`config.mk`:
```
export PLATFORM = sky130hd
export DESIGN_NAME = hash_table_linear_probe_flat
export DESIGN_NICKNAME = d
export VERILOG_FILES = /design/src/rtl/htlp_pkg.sv /design/src/rtl/htlp_if.sv /design/src/rtl/hash_table_linear_probe.sv /design/src/rtl/htlp_front.sv /design/src/rtl/htlp_fifo.sv /design/src/rtl/htlp_back.sv /design/src/flat_wrapper.sv
export SDC_FILE = /design/constraint.sdc
export NUM_CORES = 1
export LEC_CHECK = 0
export BUFFER_PORTS_ARGS = -buffer_cell sky130_fd_sc_hd__buf_2
export CORE_ASPECT_RATIO = 1.2
export CORE_MARGIN = 5
export CORE_UTILIZATION = 39
export DETAILED_ROUTE_END_ITERATION = 6
export SETUP_SLACK_MARGIN = 0.4
export SLEW_MARGIN = 0
export SYNTH_ARGS = -nofsm -noshare
export SYNTH_HDL_FRONTEND = slang
export SYNTH_SLANG_ARGS = --single-unit
```
`constraint.sdc`:
```
create_clock -name clk -period 11.7 [get_ports clk]
set_input_delay 0.585 -clock clk [delete_from_list [all_inputs] [get_ports clk]]
set_output_delay 0.585 -clock clk [all_outputs]
set_load 0.02 [all_outputs]
```
`src/rtl/htlp_pkg.sv`:
```
// ----------------------------------------------------------------------------
// htlp_pkg: shared types and constants for the linear-probe hash table
// Request/status codes, key width, empty marker and controller states.
// ----------------------------------------------------------------------------
package htlp_pkg;

  localparam int KEY_W = 31;
  localparam logic [KEY_W-1:0] EMPTY_KEY = {KEY_W{1'b1}};

  // Padded key is consumed one nibble per cycle by the home-slot reduction
  localparam int PAD_W = 32;
  localparam int NIBBLES = PAD_W / 4;

  typedef enum logic {
    REQ_INSERT = 1'b0,
    REQ_SEARCH = 1'b1
  } req_t;

  typedef enum logic [2:0] {
    ST_INSERTED  = 3'd0,
    ST_FOUND     = 3'd1,
    ST_NOT_FOUND = 3'd2,
    ST_FULL      = 3'd3,
    ST_RESERVED  = 3'd4
  } status_t;

  typedef enum logic [1:0] {
    FR_IDLE,
    FR_REDUCE,
    FR_PUSH
  } front_state_t;

  typedef enum logic [1:0] {
    BK_CLEAR,
    BK_IDLE,
    BK_PROBE
  } back_state_t;

endpackage

```
`src/rtl/htlp_if.sv`:
```
// ----------------------------------------------------------------------------
// htlp_if: request and response channels of the hash table
// Valid/ready channels; a beat moves when valid and ready are both high.
// ----------------------------------------------------------------------------
interface htlp_req_if import htlp_pkg::*; ();
  logic             valid;
  logic             ready;
  req_t             req_type;
  logic [KEY_W-1:0] key;

  modport source (output valid, output req_type, output key, input ready);
  modport sink   (input valid, input req_type, input key, output ready);
endinterface

interface htlp_rsp_if import htlp_pkg::*; ();
  logic       valid;
  logic       ready;
  status_t    status;
  logic [3:0] slot_index;
  logic [3:0] occupied;

  modport source (output valid, output status, output slot_index, output occupied,
                  input ready);
  modport sink   (input valid, input status, input slot_index, input occupied,
                  output ready);
endinterface

```
`src/rtl/hash_table_linear_probe.sv`:
```
// ----------------------------------------------------------------------------
// hash_table_linear_probe: open-addressing hash table, linear probing
// Intake takes a new request only once it is idle again, after the nibble-wide
// home-slot reduction and the push to the queue; the probe engine probes k slots,
// k up to TABLE_SIZE, one memory read a cycle.
// Synchronous reset; the engine then clears TABLE_SIZE slots, one a cycle.
// ----------------------------------------------------------------------------
module hash_table_linear_probe import htlp_pkg::*; #(
  parameter int TABLE_SIZE = 13
) (
  input  logic        clk,
  input  logic        rst_n,
  htlp_req_if.sink    in_ch,
  htlp_rsp_if.source  out_ch
);

  localparam int IDX_W = $clog2(TABLE_SIZE);
  localparam int CNT_W = $clog2(TABLE_SIZE + 1);
  localparam int QW    = 2 + KEY_W + IDX_W;

  logic          push_valid, push_ready;
  logic [QW-1:0] push_data;
  logic          q_valid, q_ready;
  logic [QW-1:0] q_data;

  // Intake and home-slot reduction
  htlp_front #(
    .TABLE_SIZE (TABLE_SIZE),
    .IDX_W      (IDX_W),
    .QW         (QW)
  ) u_front (
    .clk        (clk),
    .rst_n      (rst_n),
    .in_ch      (in_ch),
    .push_valid (push_valid),
    .push_ready (push_ready),
    .push_data  (push_data)
  );

  // Decoupling queue
  htlp_fifo #(
    .WIDTH (QW)
  ) u_fifo (
    .clk      (clk),
    .rst_n    (rst_n),
    .wr_valid (push_valid),
    .wr_ready (push_ready),
    .wr_data  (push_data),
    .rd_valid (q_valid),
    .rd_ready (q_ready),
    .rd_data  (q_data)
  );

  // Probe engine and slot memory
  htlp_back #(
    .TABLE_SIZE (TABLE_SIZE),
    .IDX_W      (IDX_W),
    .CNT_W      (CNT_W),
    .QW         (QW)
  ) u_back (
    .clk     (clk),
    .rst_n   (rst_n),
    .q_valid (q_valid),
    .q_ready (q_ready),
    .q_data  (q_data),
    .out_ch  (out_ch)
  );

endmodule

```
`src/rtl/htlp_front.sv`:
```
// ----------------------------------------------------------------------------
// htlp_front: request intake and home-slot computation
// Takes one request beat, reduces the key modulo the table size one nibble
// per cycle, flags the reserved key and pushes the request to the queue.
// ----------------------------------------------------------------------------
module htlp_front import htlp_pkg::*; #(
  parameter int TABLE_SIZE = 13,
  parameter int IDX_W      = 4,
  parameter int QW         = 2 + KEY_W + IDX_W
) (
  input  logic           clk,
  input  logic           rst_n,
  htlp_req_if.sink       in_ch,
  output logic           push_valid,
  input  logic           push_ready,
  output logic [QW-1:0]  push_data
);

  localparam int T_W = IDX_W + 4;
  localparam logic [T_W-1:0] MOD_T = T_W'(TABLE_SIZE);
  localparam logic [2:0] LAST_STEP = 3'(NIBBLES - 1);

  front_state_t     state_r, state_nxt;
  req_t             op_r, op_nxt;
  logic [KEY_W-1:0] key_r, key_nxt;
  logic [PAD_W-1:0] sh_r, sh_nxt;
  logic [IDX_W-1:0] rem_r, rem_nxt;
  logic [2:0]       step_r, step_nxt;
  logic [T_W-1:0]   t_red;
  logic             reserved;

  // Reduce (rem * 16 + nibble) below TABLE_SIZE by subtracting 8N, 4N, 2N, N
  always_comb begin
    t_red = {rem_r, sh_r[PAD_W-1 -: 4]};
    for (int k = 3; k >= 0; k--) begin
      if (t_red >= (MOD_T << k)) begin
        t_red = t_red - (MOD_T << k);
      end
    end
  end

  assign reserved   = (key_r == EMPTY_KEY);
  assign push_data  = {op_r, reserved, key_r, rem_r};
  assign push_valid = (state_r == FR_PUSH);
  assign in_ch.ready = (state_r == FR_IDLE);

  // State and payload registers
  always_ff @(posedge clk) begin
    if (!rst_n) begin
      state_r <= FR_IDLE;
      step_r  <= '0;
    end else begin
      state_r <= state_nxt;
      step_r  <= step_nxt;
    end
    op_r  <= op_nxt;
    key_r <= key_nxt;
    sh_r  <= sh_nxt;
    rem_r <= rem_nxt;
  end

  // Next state: capture, reduce for one nibble a cycle, hand off
  always_comb begin
    state_nxt = state_r;
    op_nxt    = op_r;
    key_nxt   = key_r;
    sh_nxt    = sh_r;
    rem_nxt   = rem_r;
    step_nxt  = step_r;
    case (state_r)
      FR_IDLE: begin
        if (in_ch.valid) begin
          op_nxt    = in_ch.req_type;
          key_nxt   = in_ch.key;
          sh_nxt    = {1'b0, in_ch.key};
          rem_nxt   = '0;
          step_nxt  = '0;
          state_nxt = FR_REDUCE;
        end
      end
      FR_REDUCE: begin
        rem_nxt  = t_red[IDX_W-1:0];
        sh_nxt   = sh_r << 4;
        step_nxt = step_r + 3'd1;
        if (step_r == LAST_STEP) begin
          state_nxt = FR_PUSH;
        end
      end
      FR_PUSH: begin
        if (push_ready) begin
          state_nxt = FR_IDLE;
        end
      end
      default: begin
        state_nxt = FR_IDLE;
      end
    endcase
  end

endmodule

```
`src/rtl/htlp_fifo.sv`:
```
// ----------------------------------------------------------------------------
// htlp_fifo: two-entry queue between request intake and the probe engine
// Lets the front finish a request while the back is still probing.
// ----------------------------------------------------------------------------
module htlp_fifo #(
  parameter int WIDTH = 37
) (
  input  logic             clk,
  input  logic             rst_n,
  input  logic             wr_valid,
  output logic             wr_ready,
  input  logic [WIDTH-1:0] wr_data,
  output logic             rd_valid,
  input  logic             rd_ready,
  output logic [WIDTH-1:0] rd_data
);

  logic [WIDTH-1:0] entry_r [2];
  logic             wr_ptr_r, rd_ptr_r;
  logic [1:0]       count_r;
  logic             do_wr, do_rd;

  assign wr_ready = (count_r != 2'd2);
  assign rd_valid = (count_r != 2'd0);
  assign rd_data  = entry_r[rd_ptr_r];
  assign do_wr    = wr_valid && wr_ready;
  assign do_rd    = rd_valid && rd_ready;

  // Store a beat at the write pointer
  always_ff @(posedge clk) begin
    if (do_wr) begin
      entry_r[wr_ptr_r] <= wr_data;
    end
  end

  // Advance pointers and occupancy
  always_ff @(posedge clk) begin
    if (!rst_n) begin
      wr_ptr_r <= 1'b0;
      rd_ptr_r <= 1'b0;
      count_r  <= 2'd0;
    end else begin
      if (do_wr) begin
        wr_ptr_r <= ~wr_ptr_r;
      end
      if (do_rd) begin
        rd_ptr_r <= ~rd_ptr_r;
      end
      count_r <= count_r + {1'b0, do_wr} - {1'b0, do_rd};
    end
  end

endmodule

```
`src/rtl/htlp_back.sv`:
```
// ----------------------------------------------------------------------------
// htlp_back: probe engine, slot memory and result register
// Clears the slot memory after reset, then walks slots from home, one read
// issued per cycle, checks each returned slot and writes on insert.
// ----------------------------------------------------------------------------
module htlp_back import htlp_pkg::*; #(
  parameter int TABLE_SIZE = 13,
  parameter int IDX_W      = 4,
  parameter int CNT_W      = 4,
  parameter int QW         = 2 + KEY_W + IDX_W
) (
  input  logic          clk,
  input  logic          rst_n,
  input  logic          q_valid,
  output logic          q_ready,
  input  logic [QW-1:0] q_data,
  htlp_rsp_if.source    out_ch
);

  localparam logic [IDX_W-1:0] LAST_IDX = IDX_W'(TABLE_SIZE - 1);

  // Slot memory
  logic [KEY_W-1:0] mem [TABLE_SIZE];
  logic [KEY_W-1:0] rd_data_r;
  logic             mem_we, mem_re;
  logic [IDX_W-1:0] mem_wa, mem_ra;
  logic [KEY_W-1:0] mem_wd;

  back_state_t      state_r, state_nxt;
  logic [IDX_W-1:0] clr_r, clr_nxt;
  logic [IDX_W-1:0] pos_r, pos_nxt;
  logic [IDX_W-1:0] cnt_r, cnt_nxt;
  logic             iss_r, iss_nxt;
  logic             chk_v_r, chk_v_nxt;
  logic [IDX_W-1:0] chk_pos_r, chk_pos_nxt;
  logic             chk_last_r, chk_last_nxt;
  req_t             op_r, op_nxt;
  logic [KEY_W-1:0] key_r, key_nxt;
  logic [CNT_W-1:0] fill_r, fill_nxt;
  logic             out_valid_r, out_valid_nxt;
  status_t          out_status_r, out_status_nxt;
  logic [3:0]       out_idx_r, out_idx_nxt;
  logic [3:0]       out_occ_r, out_occ_nxt;

  // Queue entry fields
  req_t             q_op;
  logic             q_res;
  logic [KEY_W-1:0] q_key;
  logic [IDX_W-1:0] q_home;

  logic [CNT_W-1:0] fill_inc;
  logic [CNT_W+3:0] occ_now_ext, occ_inc_ext;
  logic [IDX_W+3:0] idx_ext;
  logic             out_free;

  assign q_op   = req_t'(q_data[QW-1]);
  assign q_res  = q_data[QW-2];
  assign q_key  = q_data[QW-3 -: KEY_W];
  assign q_home = q_data[IDX_W-1:0];

  // Result fields keep the low four bits of index and count
  assign fill_inc    = fill_r + CNT_W'(1);
  assign occ_now_ext = {4'b0, fill_r};
  assign occ_inc_ext = {4'b0, fill_inc};
  assign idx_ext     = {4'b0, chk_pos_r};
  assign out_free    = !out_valid_r || out_ch.ready;

  assign out_ch.valid      = out_valid_r;
  assign out_ch.status     = out_status_r;
  assign out_ch.slot_index = out_idx_r;
  assign out_ch.occupied   = out_occ_r;

  // Memory write and registered read
  always_ff @(posedge clk) begin
    if (mem_we) begin
      mem[mem_wa] <= mem_wd;
    end
    if (mem_re) begin
      rd_data_r <= mem[mem_ra];
    end
  end

  // Control and payload registers
  always_ff @(posedge clk) begin
    if (!rst_n) begin
      state_r     <= BK_CLEAR;
      clr_r       <= '0;
      iss_r       <= 1'b0;
      chk_v_r     <= 1'b0;
      fill_r      <= '0;
      out_valid_r <= 1'b0;
    end else begin
      state_r     <= state_nxt;
      clr_r       <= clr_nxt;
      iss_r       <= iss_nxt;
      chk_v_r     <= chk_v_nxt;
      fill_r      <= fill_nxt;
      out_valid_r <= out_valid_nxt;
    end
    pos_r        <= pos_nxt;
    cnt_r        <= cnt_nxt;
    chk_pos_r    <= chk_pos_nxt;
    chk_last_r   <= chk_last_nxt;
    op_r         <= op_nxt;
    key_r        <= key_nxt;
    out_status_r <= out_status_nxt;
    out_idx_r    <= out_idx_nxt;
    out_occ_r    <= out_occ_nxt;
  end

  // Next state: clear pass, dispatch, pipelined probe and check
  always_comb begin
    state_nxt      = state_r;
    clr_nxt        = clr_r;
    pos_nxt        = pos_r;
    cnt_nxt        = cnt_r;
    iss_nxt        = iss_r;
    chk_v_nxt      = 1'b0;
    chk_pos_nxt    = chk_pos_r;
    chk_last_nxt   = chk_last_r;
    op_nxt         = op_r;
    key_nxt        = key_r;
    fill_nxt       = fill_r;
    out_valid_nxt  = out_valid_r && !out_ch.ready;
    out_status_nxt = out_status_r;
    out_idx_nxt    = out_idx_r;
    out_occ_nxt    = out_occ_r;
    q_ready        = 1'b0;
    mem_we         = 1'b0;
    mem_wa         = clr_r;
    mem_wd         = EMPTY_KEY;
    mem_re         = 1'b0;
    mem_ra         = pos_r;

    case (state_r)
      BK_CLEAR: begin
        mem_we = 1'b1;
        if (clr_r == LAST_IDX) begin
          state_nxt = BK_IDLE;
        end else begin
          clr_nxt = clr_r + IDX_W'(1);
        end
      end

      BK_IDLE: begin
        if (q_valid && out_free) begin
          q_ready = 1'b1;
          if (q_res) begin
            out_valid_nxt  = 1'b1;
            out_status_nxt = ST_RESERVED;
            out_idx_nxt    = 4'd0;
            out_occ_nxt    = occ_now_ext[3:0];
          end else begin
            op_nxt    = q_op;
            key_nxt   = q_key;
            pos_nxt   = q_home;
            cnt_nxt   = '0;
            iss_nxt   = 1'b1;
            state_nxt = BK_PROBE;
          end
        end
      end

      BK_PROBE: begin
        // Issue one slot read a cycle until every slot has been read
        if (iss_r) begin
          mem_re       = 1'b1;
          chk_v_nxt    = 1'b1;
          chk_pos_nxt  = pos_r;
          chk_last_nxt = (cnt_r == LAST_IDX);
          pos_nxt      = (pos_r == LAST_IDX) ? '0 : pos_r + IDX_W'(1);
          cnt_nxt      = cnt_r + IDX_W'(1);
          iss_nxt      = (cnt_r != LAST_IDX);
        end
        // Check the slot read last cycle; drop reads in flight on finish
        if (chk_v_r) begin
          if (op_r == REQ_INSERT) begin
            if (rd_data_r == EMPTY_KEY) begin
              mem_we         = 1'b1;
              mem_wa         = chk_pos_r;
              mem_wd         = key_r;
              fill_nxt       = fill_inc;
              out_valid_nxt  = 1'b1;
              out_status_nxt = ST_INSERTED;
              out_idx_nxt    = idx_ext[3:0];
              out_occ_nxt    = occ_inc_ext[3:0];
              state_nxt      = BK_IDLE;
              iss_nxt        = 1'b0;
              chk_v_nxt      = 1'b0;
            end else if (chk_last_r) begin
              out_valid_nxt  = 1'b1;
              out_status_nxt = ST_FULL;
              out_idx_nxt    = 4'd0;
              out_occ_nxt    = occ_now_ext[3:0];
              state_nxt      = BK_IDLE;
              iss_nxt        = 1'b0;
              chk_v_nxt      = 1'b0;
            end
          end else begin
            if (rd_data_r == key_r) begin
              out_valid_nxt  = 1'b1;
              out_status_nxt = ST_FOUND;
              out_idx_nxt    = idx_ext[3:0];
              out_occ_nxt    = occ_now_ext[3:0];
              state_nxt      = BK_IDLE;
              iss_nxt        = 1'b0;
              chk_v_nxt      = 1'b0;
            end else if ((rd_data_r == EMPTY_KEY) || chk_last_r) begin
              out_valid_nxt  = 1'b1;
              out_status_nxt = ST_NOT_FOUND;
              out_idx_nxt    = 4'd0;
              out_occ_nxt    = occ_now_ext[3:0];
              state_nxt      = BK_IDLE;
              iss_nxt        = 1'b0;
              chk_v_nxt      = 1'b0;
            end
          end
        end
      end

      default: begin
        state_nxt = BK_IDLE;
      end
    endcase
  end

endmodule
```
`src/flat_wrapper.sv`:
```
// flat-port wrapper written by rule: the top's interface ports become plain ports
module hash_table_linear_probe_flat import htlp_pkg::*;
#(
  parameter int TABLE_SIZE = 13
)
  (clk, rst_n, in_ch_valid, in_ch_req_type, in_ch_key, in_ch_ready, out_ch_valid, out_ch_status, out_ch_slot_index, out_ch_occupied, out_ch_ready);
  htlp_req_if in_ch_i ();
  htlp_rsp_if out_ch_i ();
  input  logic clk;
  input  logic rst_n;
  input wire logic [$bits(in_ch_i.valid)-1:0] in_ch_valid;
  input wire logic [$bits(in_ch_i.req_type)-1:0] in_ch_req_type;
  input wire logic [$bits(in_ch_i.key)-1:0] in_ch_key;
  output wire logic [$bits(in_ch_i.ready)-1:0] in_ch_ready;
  output wire logic [$bits(out_ch_i.valid)-1:0] out_ch_valid;
  output wire logic [$bits(out_ch_i.status)-1:0] out_ch_status;
  output wire logic [$bits(out_ch_i.slot_index)-1:0] out_ch_slot_index;
  output wire logic [$bits(out_ch_i.occupied)-1:0] out_ch_occupied;
  input wire logic [$bits(out_ch_i.ready)-1:0] out_ch_ready;
  assign in_ch_i.valid = in_ch_valid;
  assign in_ch_i.req_type = in_ch_req_type;
  assign in_ch_i.key = in_ch_key;
  assign in_ch_ready = in_ch_i.ready;
  assign out_ch_valid = out_ch_i.valid;
  assign out_ch_status = out_ch_i.status;
  assign out_ch_slot_index = out_ch_i.slot_index;
  assign out_ch_occupied = out_ch_i.occupied;
  assign out_ch_i.ready = out_ch_ready;
  hash_table_linear_probe #(.TABLE_SIZE(TABLE_SIZE)) u_core (.clk(clk), .rst_n(rst_n), .in_ch(in_ch_i), .out_ch(out_ch_i));
endmodule
```
==> results.yml, run 1 <==
cells_and_area:
  layout_commonest_cell: "edfxtp_1"
  finalNetCount: 1490
  stdcell_count: 2377
  mostFrequentLayoutCells: "edfxtp_1, mux4_2, nand2_1"
  antennaDiodeCount: 0
  fin_area_um2: 29160
  fin_util_pct: 44.28
  area_growth_pct: 12.48
  drive_gt1_share_pct: 22.76
floorplan:
  coreArea_um2: 65850
  initial_core_util_pct: 39.36
  die_y_um: 292.4
  die_w_um: 245.4
  die_area_um2: 71750
  num_rows: 103
  io_pins: 49
pwr:
  net-switching-power_mw: 1.327
  pwr-share-comb_pct: 12.8
  internal-power_mw: 4.040
  p_seq_share_pct: 51.5
  p_clk_share_pct: 35.7
  peakVddDrop_uv: 135.7
  leakagePower_nw: 9.500
  pwr_density_cell_nw_per_um2: 184.1
  netSwitchingFraction_pct: 24.72
  power.total_mw: 5.367
global_route:
  grt_max_degree: 51
  antenna_found_initial: 1
  grt_pass1_wl_um: 76720
  grt.total_usage_pct: 13.81
  grt_pass1_vias: 12627
  globalRouteOverflowTotal: 0
worst_setup_path:
  path_common_cell: "nand2_1"
  r2r-end: "u_core.u_back.mem[1][14]"
  worstSetupEndpointType: "flop"
  required_ns: 11.93
  critPathCapture: "u_core.u_back.mem[1][14]"
  startpoint: "u_core.u_back.rd_data_r[10]"
  startpoint_type: "flop"
  slowest_stage: "nor2_4"
  r2r_cells: 8
  crit_path_cell_trace: "nand4_1, nor4_1, nand2_1, nor3_2, nand2_1, nor3b_1, a41oi_1, nor2_4"
  crit_fanout: 31
  reg2reg_setup_slack_ns: 7.55
  reg2reg_from: "u_core.u_back.rd_data_r[10]"
  arrival_ns: 4.38
  cpPeakStageDelay_ns: 0.96
  critPathKind: "flop to flop"
clocking:
  htreeDepth: 2
  clk_path_buf_depth: 3
  clkLatencyLatePin_ns: 0.62
  postCtsHoldBufs: 0
  postCtsSetupBuffers: 0
  clock_sinks: 655
  cts_tree: "built"
  cts_buffers: 60
  clkSlewWorstSetupHoldPaths_ns: 0.07
  cts-resized-gates: 0
  root_buffer: "clkbuf_16"
drt:
  drt-pass1-iter-count: 5
  drc_errors: 0
  initialDrtViolationCount: 1002
  vias: 12398
  routed_wl_um: 49780
  vias_per_cell: 5.216
  postRouteAntennaNets: 0
  wl_per_cell_um: 20.94
logic_synthesis:
  synthesis.nets: 1427
  synthDistinctLibCells: 68
  synth_edf_count: 632
  syn_area_per_cell_um2: 18.87
  synthCells: 1374
  syn-cell-area_um2: 25920
  ys_seq_area_share_pct: 74.99
  yosys.area_share.simple_pct: 5.831
  ys.flop_type: "edfxtp_1"
  synthMuxAreaShare_pct: 12.66
  ys_ff_latch: 655
  async_reset_ff_share_pct: 0
  ys.warnings.count: 0
  synthAdderAreaFrac_pct: 0.8592
  synth_compound_area_share_pct: 2.799
  synth_top_family_by_area: "multiplexers"
  synth_xor_area_share_pct: 1.554
sta:
  rsz0062_at_grt: "no"
  fmax_mhz: 241.1
  worstMarginPinSlew_ns: 1.115
  skew_ns: 0.02310
  post-route-min-period_ns: 4.148
  slew_viol_final: 0
  fin_hold_ws_ns: 0.1596
  setup_tns_ns: 0
  slew_headroom_pct: 25.48
  finalSetupViolCount: 0
  layout_setup_ws_ns: 7.552
  fin_crit_sh_pct: 35.45
  finalHoldViolations: 0
placement:
  placedCellCount: 2267
  post_dp_cell_area_um2: 27250
  portBuffers: 48
  place_ws_ns: 7.445
  finalWeightedCongestion: 0.8942
  dp_hpwl_um: 32760
run:
  drv_cap: 0
hold_path:
  hold_start: "in_ch_key[9]"
  hp-class: "primary input to flop"
status:
  outcome: "finished clean"
[Yosys cell counts, types with 3 or more instances]
cell type / number / area, um^2
edfxtp_1: 632 / 18980
mux4_2: 124 / 2793
nand2_1: 105 / 394.1
clkbuf_1: 43 / 161.4
nor2_1: 41 / 153.9
nand2b_1: 36 / 225.2
mux2_2: 34 / 382.9
xor2_1: 31 / 271.5
inv_1: 24 / 90.09
dfxtp_1: 23 / 460.4
a21oi_1: 21 / 105.1
and2_1: 21 / 131.4
nand4_1: 20 / 125.1
ha_1: 17 / 212.7
nor4_1: 17 / 106.4
xnor2_1: 15 / 131.4
nand3_1: 14 / 70.07
nor2b_1: 14 / 87.58
o21ai_0: 14 / 70.07
buf_1: 11 / 41.29
a31oi_1: 10 / 62.56
mux2i_1: 9 / 90.09
nor3_1: 8 / 40.04
and3_1: 7 / 43.79
a211oi_1: 5 / 37.54
a21o_1: 5 / 37.54
nor3b_1: 5 / 37.54
a21boi_0: 4 / 30.03
o211ai_1: 4 / 30.03
o31ai_1: 4 / 30.03
a221oi_1: 3 / 26.28
a22oi_1: 3 / 22.52
or2_2: 3 / 18.77
[power by group through the flow]
stage | clock network [mW] | logic, mW | registers (mW)
global route | 2.06 | 0.752 | 2.77
floorplan | 0 | 0.512 | 2.79
global placement | 0 | 0.688 | 2.81
detailed placement | 0 | 0.700 | 2.81
CTS | 1.96 | 0.702 | 2.76
finish | 1.92 | 0.687 | 2.76
[sequential cells by signal, summed over array words and instances (netlist names), 31 cells and up, named ones only]
name,count
u_core.u_back.mem,403
u_core.u_front.sh_r,32
u_core.u_back.key_r,31
u_core.u_fifo.entry_r,74
u_core.u_back.rd_data_r,31
u_core.u_front.key_r,31
[cell type report]
class | count | area, um^2
multi-input combinational | 634 | 6266
inverter | 26 | 97.59
fill | 5672 | 36700
clock inverter | 33 | 321.6
timing repair buffer | 60 | 330.3
clock buffer | 77 | 1587
tap | 892 | 1116
sequential | 655 | 19440
[metal layers]
layer	part of all wire [%]	vias up	GRT usage, %
met5	0	-	0
met4	2.7	0	4.396
met3	4.9	79	2.263
met2	46	301	21.04
met1	46	6417	20.60
li1	-	5601	-
[how the worst min path moves through the flow]
stage | slack [ns] | depth (start not counted) | endpoint
after floorplan | 0.42 | 0 | u_core.u_fifo.entry_r[0][36]
after global placement | 0.44 | 0 | u_core.u_fifo.entry_r[0][36]
after detailed placement | 0.45 | 0 | u_core.u_fifo.entry_r[0][36]
after CTS | 0.12 | 1 | u_core.u_front.key_r[12]
after global routing | 0.13 | 1 | u_core.u_front.key_r[0]
final | 0.16 | 1 | u_core.u_front.key_r[9]
[critical path, delay by kind of cell (launching register included)]
kind / cells / cell delay (ns)
flip-flops: 1 / 0.38
AND/OR/NAND/NOR: 7 / 3.16
AO/OA/AOI/OAI: 1 / 0.19
[cell families (layout without fill, tap and decap cells)]
family | after synthesis | count (layout)
DFF | 655 | 655
and+or+nand+nor | 301 | 301
xor gates and xnor gates | 46 | 46
AOI/OAI and AO/OA | 101 | 101
muxes | 168 | 168
adders and majority gates | 18 | 18
buffers and inverters | 85 | 196
No activity file was read; power rests on OpenSTA's default activity.
==> run 2, diff against run 1 <==
clock period = 3.83 ns   (was 11.7 ns; I/O delays follow)
==> results.yml, run 2 (synthesis results as in run 1) <==
status:
  outcome: "finished clean"
sta:
  setup_tns_ns: 0
  worstMarginPinSlew_ns: 1.133
  rsz0062_at_grt: "yes"
  finalHoldViolations: 0
  fmax_mhz: 292.5
  post-route-min-period_ns: 3.419
  skew_ns: 0.02829
  slew_viol_final: 0
  finalSetupViolCount: 0
  fin_crit_sh_pct: 89.27
  slew_headroom_pct: 24.16
worst_setup_path:
  startpoint_type: "flop"
  r2r_cells: 11
  arrival_ns: 3.78
  crit_fanout: 11
  r2r-end: "u_core.u_front.rem_r[1]"
  reg2reg_from: "u_core.u_front.rem_r[3]"
  required_ns: 4.20
  startpoint: "u_core.u_front.rem_r[3]"
  cpPeakStageDelay_ns: 0.55
  worstSetupEndpointType: "flop"
  critPathKind: "flop to flop"
  slowest_stage: "edfxtp_1"
  reg2reg_setup_slack_ns: 0.41
  crit_path_cell_trace: "a21o_1, a221oi_1, o31ai_2, a32oi_2, nor3_4, xnor2_2, ha_1, inv_1, a221o_1, o31a_1, mux2_4"
  critPathCapture: "u_core.u_front.rem_r[1]"
cells_and_area:
  antennaDiodeCount: 0
  stdcell_count: 2460
  reg.largest.list: "u_core.u_back.mem x403, u_core.u_fifo.entry_r x74, u_core.u_front.sh_r x32"
  area_growth_pct: 16.39
  finalNetCount: 1572
  regArea_um2: 19440
  nFillCells: 5545
  mostFrequentLayoutCells: "edfxtp_1, mux4_2, nand2_1"
  layout_commonest_cell: "edfxtp_1"
  largest_register: "u_core.u_back.mem"
  drive_gt1_share_pct: 25.38
  largest_register_ffs: 403
  fin_area_um2: 30170
  multi_input_area_um2: 6356
global_route:
  grt_max_degree: 98
  grt.total_usage_pct: 14.94
  grt_pass1_wl_um: 82450
  globalRouteOverflowTotal: 0
  grt_pass1_vias: 13428
  antenna_found_initial: 0
drt:
  routed_wl_um: 53650
  wl_per_cell_um: 21.81
  initialDrtViolationCount: 1121
  drc_errors: 0
  drt-pass1-iter-count: 5
  postRouteAntennaNets: 0
  vias_per_cell: 5.203
  vias: 12799
floorplan:
  initial_core_util_pct: 39.36
  coreArea_um2: 65850
  die_y_um: 292.4
  die_w_um: 245.4
  die_area_um2: 71750
  io_pins: 49
  num_rows: 103
placement:
  dp_hpwl_um: 31850
  finalWeightedCongestion: 0.9274
  portBuffers: 48
  post_dp_cell_area_um2: 27720
  placedCellCount: 2299
clocking:
  clk_path_buf_depth: 3
  clkLatencyLatePin_ns: 0.63
  root_buffer: "clkbuf_16"
  htreeDepth: 2
  cts_tree: "built"
  clock_sinks: 655
  clkSlewWorstSetupHoldPaths_ns: 0.06
  cts_buffers: 60
pwr:
  leakagePower_nw: 9.949
  pwr_density_cell_nw_per_um2: 560.4
  peakVddDrop_uv: 444.0
hold_path:
  hp-class: "primary input to flop"
run:
  drv_cap: 0
==> run 2: cell count changes in the layout (fill, tap and decap cells not counted), sizes merged <==
cell         change
bufinv           -1
dlygate4sd3     +35
clkinvlp         +4
clkbuf           -2
inv              +1
buf             +47
clkinv           -1
==> run 2: worst min path at each step <==
stage,startpoint,end,slack (ns),cells past startpoint
floorplan,in_ch_key[0],u_core.u_front.key_r[0],0.29,0
global placement,in_ch_req_type,u_core.u_front.op_r,0.38,1
detailed placement,in_ch_req_type,u_core.u_front.op_r,0.38,1
CTS,in_ch_valid,u_core.u_front.step_r[2],0.06,4
global route,in_ch_valid,u_core.u_front.step_r[1],0.09,4
finish,in_ch_valid,u_core.u_front.step_r[1],0.1,4
==> run 2: per-layer routing <==
metal  vias up  share of wire [%]  track usage, %
met1      6584                 40           19.01
met3        89                4.1           2.008
met4         0                2.2           3.770
met5         -                  0               0
li1       5782                  -               -
met2       344                 53           27.18
==> run 2: final cells by class <==
cell class / instances / area share [%]
sequential: 655 / 64.43
multi-input combinational: 634 / 21.07
clock buffer: 75 / 5.233
timing repair buffer: 142 / 4.089
tap: 892 / 3.699
clock inverter: 36 / 1.157
inverter: 26 / 0.3235
==> run 2: worst max-delay path, delay by kind of cell, from the launching register on <==
family	cells	cell delay, ns
XOR/XNOR	1	0.23
AND/OR/NAND/NOR	1	0.08
AO/OA/AOI/OAI	6	1.79
flip-flops	1	0.55
multiplexers	1	0.30
buffers and inverters	1	0.04
adder cells (fa/ha/maj)	1	0.18
==> run 2: stage by stage <==
stage	utilization (%)	setup WS, ns	hold slack [ns]	power (mW)
after detailed placement	42.09	0.08853	0.3779	11.01
after global routing	45.82	0.2933	0.08669	17.55
after global placement	42.09	0.2156	0.3791	10.95
final	45.82	0.4110	0.09773	16.91
after CTS	45.75	0.4231	0.06199	17.01
after floorplan	-	0.3146	0.2904	10.11
==> run 2: repair_timing <==
item                                   in CTS  in global routing
endpoints found under the hold margin      83                  0
hold buffers                               35                  0
setup endpoints to repair                   3                258
resized for setup                           7                  5
buffers inserted                           12                  3
pin swaps                                   3                  2
==> run 2: where the power goes <==
part | switching, mW | leakage [nW] | internal (mW)
combinational | 1.62 | 2.81 | 1.05
clock | 2.57 | 0.933 | 3.28
sequential | 0.134 | 6.21 | 8.26
==> run 3, diff against run 2 <==
clock period = 3.8 ns   (was 3.83 ns; I/O delays follow)
==> results.yml, run 3 (synthesis results as in run 1) <==
drt:
  routed_wl_um: 52910
  vias_per_cell: 5.175
  vias: 12756
  initialDrtViolationCount: 839
  wl_per_cell_um: 21.46
  drt-pass1-iter-count: 5
  drc_errors: 0
  postRouteAntennaNets: 0
placement:
  post_dp_cell_area_um2: 27700
  finalWeightedCongestion: 0.8912
  placedCellCount: 2296
  dp_hpwl_um: 30820
  portBuffers: 48
pwr:
  peakVddDrop_uv: 376.2
  power.total_mw: 16.80
  p_seq_share_pct: 50.2
  pwr-share-comb_pct: 16.5
  pwr_density_cell_nw_per_um2: 557.5
  netSwitchingFraction_pct: 25.63
  internal-power_mw: 12.49
  p_clk_share_pct: 33.2
  net-switching-power_mw: 4.306
  leakagePower_nw: 9.947
worst_setup_path:
  cpPeakStageDelay_ns: 0.41
  worstSetupEndpointType: "flop"
  crit_fanout: 11
  critPathKind: "flop to flop"
  slowest_stage: "edfxtp_1"
  startpoint_type: "flop"
  path_common_cell: "buf_4"
  cp_num_buf_inv: 3
  required_ns: 4.17
  crit_family: "compound AO/OA/AOI/OAI gates"
  crit_path_cell_trace: "buf_4, o211ai_1, buf_4, a21o_1, nand4_1, a211oi_2, nor3_4, xnor2_2, ha_2, inv_1, a221o_1, o31a_1, mux2_4"
  arrival_ns: 3.81
floorplan:
  io_pins: 49
  die_area_um2: 71750
  coreArea_um2: 65850
  die_w_um: 245.4
  die_y_um: 292.4
  initial_core_util_pct: 39.36
  num_rows: 103
sta:
  rsz0062_at_grt: "yes"
  finalSetupViolCount: 0
  fin_crit_sh_pct: 90.55
  slew_viol_final: 0
  skew_ns: 0.02107
  post-route-min-period_ns: 3.441
  setup_tns_ns: 0
  slew_headroom_pct: 27.23
  fmax_mhz: 290.6
  finalHoldViolations: 0
  worstMarginPinSlew_ns: 1.089
cells_and_area:
  stdcell_count: 2465
  largest_register_ffs: 403
  nFillCells: 5531
  layout_commonest_cell: "edfxtp_1"
  multi_input_area_um2: 6377
  drive_gt1_share_pct: 26.00
  mostFrequentLayoutCells: "edfxtp_1, mux4_2, nand2_1"
  area_growth_pct: 16.25
  antennaDiodeCount: 0
  reg.largest.list: "u_core.u_back.mem x403, u_core.u_fifo.entry_r x74, u_core.u_front.sh_r x32"
  regArea_um2: 19440
  finalNetCount: 1580
  fin_area_um2: 30130
  largest_register: "u_core.u_back.mem"
clocking:
  cts_tree: "built"
  htreeDepth: 2
  clk_path_buf_depth: 3
  root_buffer: "clkbuf_16"
  clkSlewWorstSetupHoldPaths_ns: 0.06
  clock_sinks: 655
  cts_buffers: 60
  clkLatencyLatePin_ns: 0.63
global_route:
  antenna_found_initial: 0
  grt_max_degree: 98
  grt_pass1_vias: 13383
  grt.total_usage_pct: 14.74
  globalRouteOverflowTotal: 0
  grt_pass1_wl_um: 81520
run:
  drv_cap: 0
hold_path:
  hp-class: "primary input to flop"
status:
  outcome: "finished clean"
[run 3: changes by cell type in the layout (fill, tap and decap cells not counted), moves of 2 or more]
| cell | before | now |
|---|---|---|
| a31oi_1 | 9 | 7 |
| bufinv_16 | 5 | 2 |
| a21oi_2 | 0 | 2 |
| clkbuf_1 | 14 | 11 |
| clkinvlp_4 | 5 | 3 |
| clkinv_1 | 10 | 14 |
| buf_4 | 43 | 50 |
| clkinv_2 | 11 | 13 |
| a31oi_2 | 1 | 3 |
[run 3: path summary, 6_finish.rpt]
kind | slack (ns) | to | depth (start not counted) | start
setup / recovery | 0.36 | u_core.u_front.rem_r[1] | 13 | u_core.u_front.sh_r[31]
hold reg to reg | 0.45 | u_core.u_fifo.entry_r[1][36] | 0 | u_core.u_front.op_r
hold / removal | 0.11 | u_core.u_front.step_r[1] | 4 | in_ch_valid
setup reg to reg | 0.36 | u_core.u_front.rem_r[1] | 13 | u_core.u_front.sh_r[31]
[run 3: worst register-to-register path: cells and delay by family, from the launching register on]
kind                     cells  cell delay (ns)
multiplexers                 1             0.30
AO/OA/AOI/OAI                5             1.39
buffers and inverters        3             0.41
XOR/XNOR                     1             0.26
AND/OR/NAND/NOR              2             0.20
adder cells (fa/ha/maj)      1             0.22
flip-flops                   1             0.41
[run 3: layout make-up]
cell class,instances,area share (%)
Tap cell,892,3.704
Clock inverter,37,0.8719
Multi-Input combinational cell,634,21.16
Sequential cell,655,64.51
Timing Repair Buffer,150,4.306
Clock buffer,71,5.120
Inverter,26,0.3239
[run 3: timing repair]
item / in CTS / in global routing
cloned: 0 / 0
buffers inserted: 17 / 9
pin swaps: 5 / 11
resized for setup: 3 / 13
hold endpoints to repair: 86 / 0
setup endpoints to repair: 3 / 296
hold buffers: 35 / 0
[run 3: power by group through the flow]
stage                     Clock [mW]  Sequential (mW)  Combinational [mW]
after floorplan                    0             8.58                1.61
final                           5.59             8.44                2.78
after detailed placement           0             8.63                2.49
after CTS                       5.73             8.44                2.69
after global routing            6.05             8.46                2.98
after global placement             0             8.61                2.47
[run 3: per-stage QoR]
stage | hold slack (ns) | worst slack (ns) | util (%)
finish | 0.1055 | 0.3589 | 45.76
floorplan | 0.2889 | 0.2846 | -
global placement | 0.3743 | 0.2123 | 42.07
global route | 0.08269 | 0.2090 | 45.76
detailed placement | 0.3690 | 0.05416 | 42.07
CTS | 0.05283 | 0.4016 | 45.56
[run 3: per-layer routing]
layer / vias up / part of all wire, % / track usage [%]
met5: - / 0 / 0
met4: 0 / 2.0 / 3.539
met3: 72 / 4.1 / 2.482
met2: 314 / 53 / 26.32
met1: 6571 / 41 / 18.94
li1: 5799 / - / -
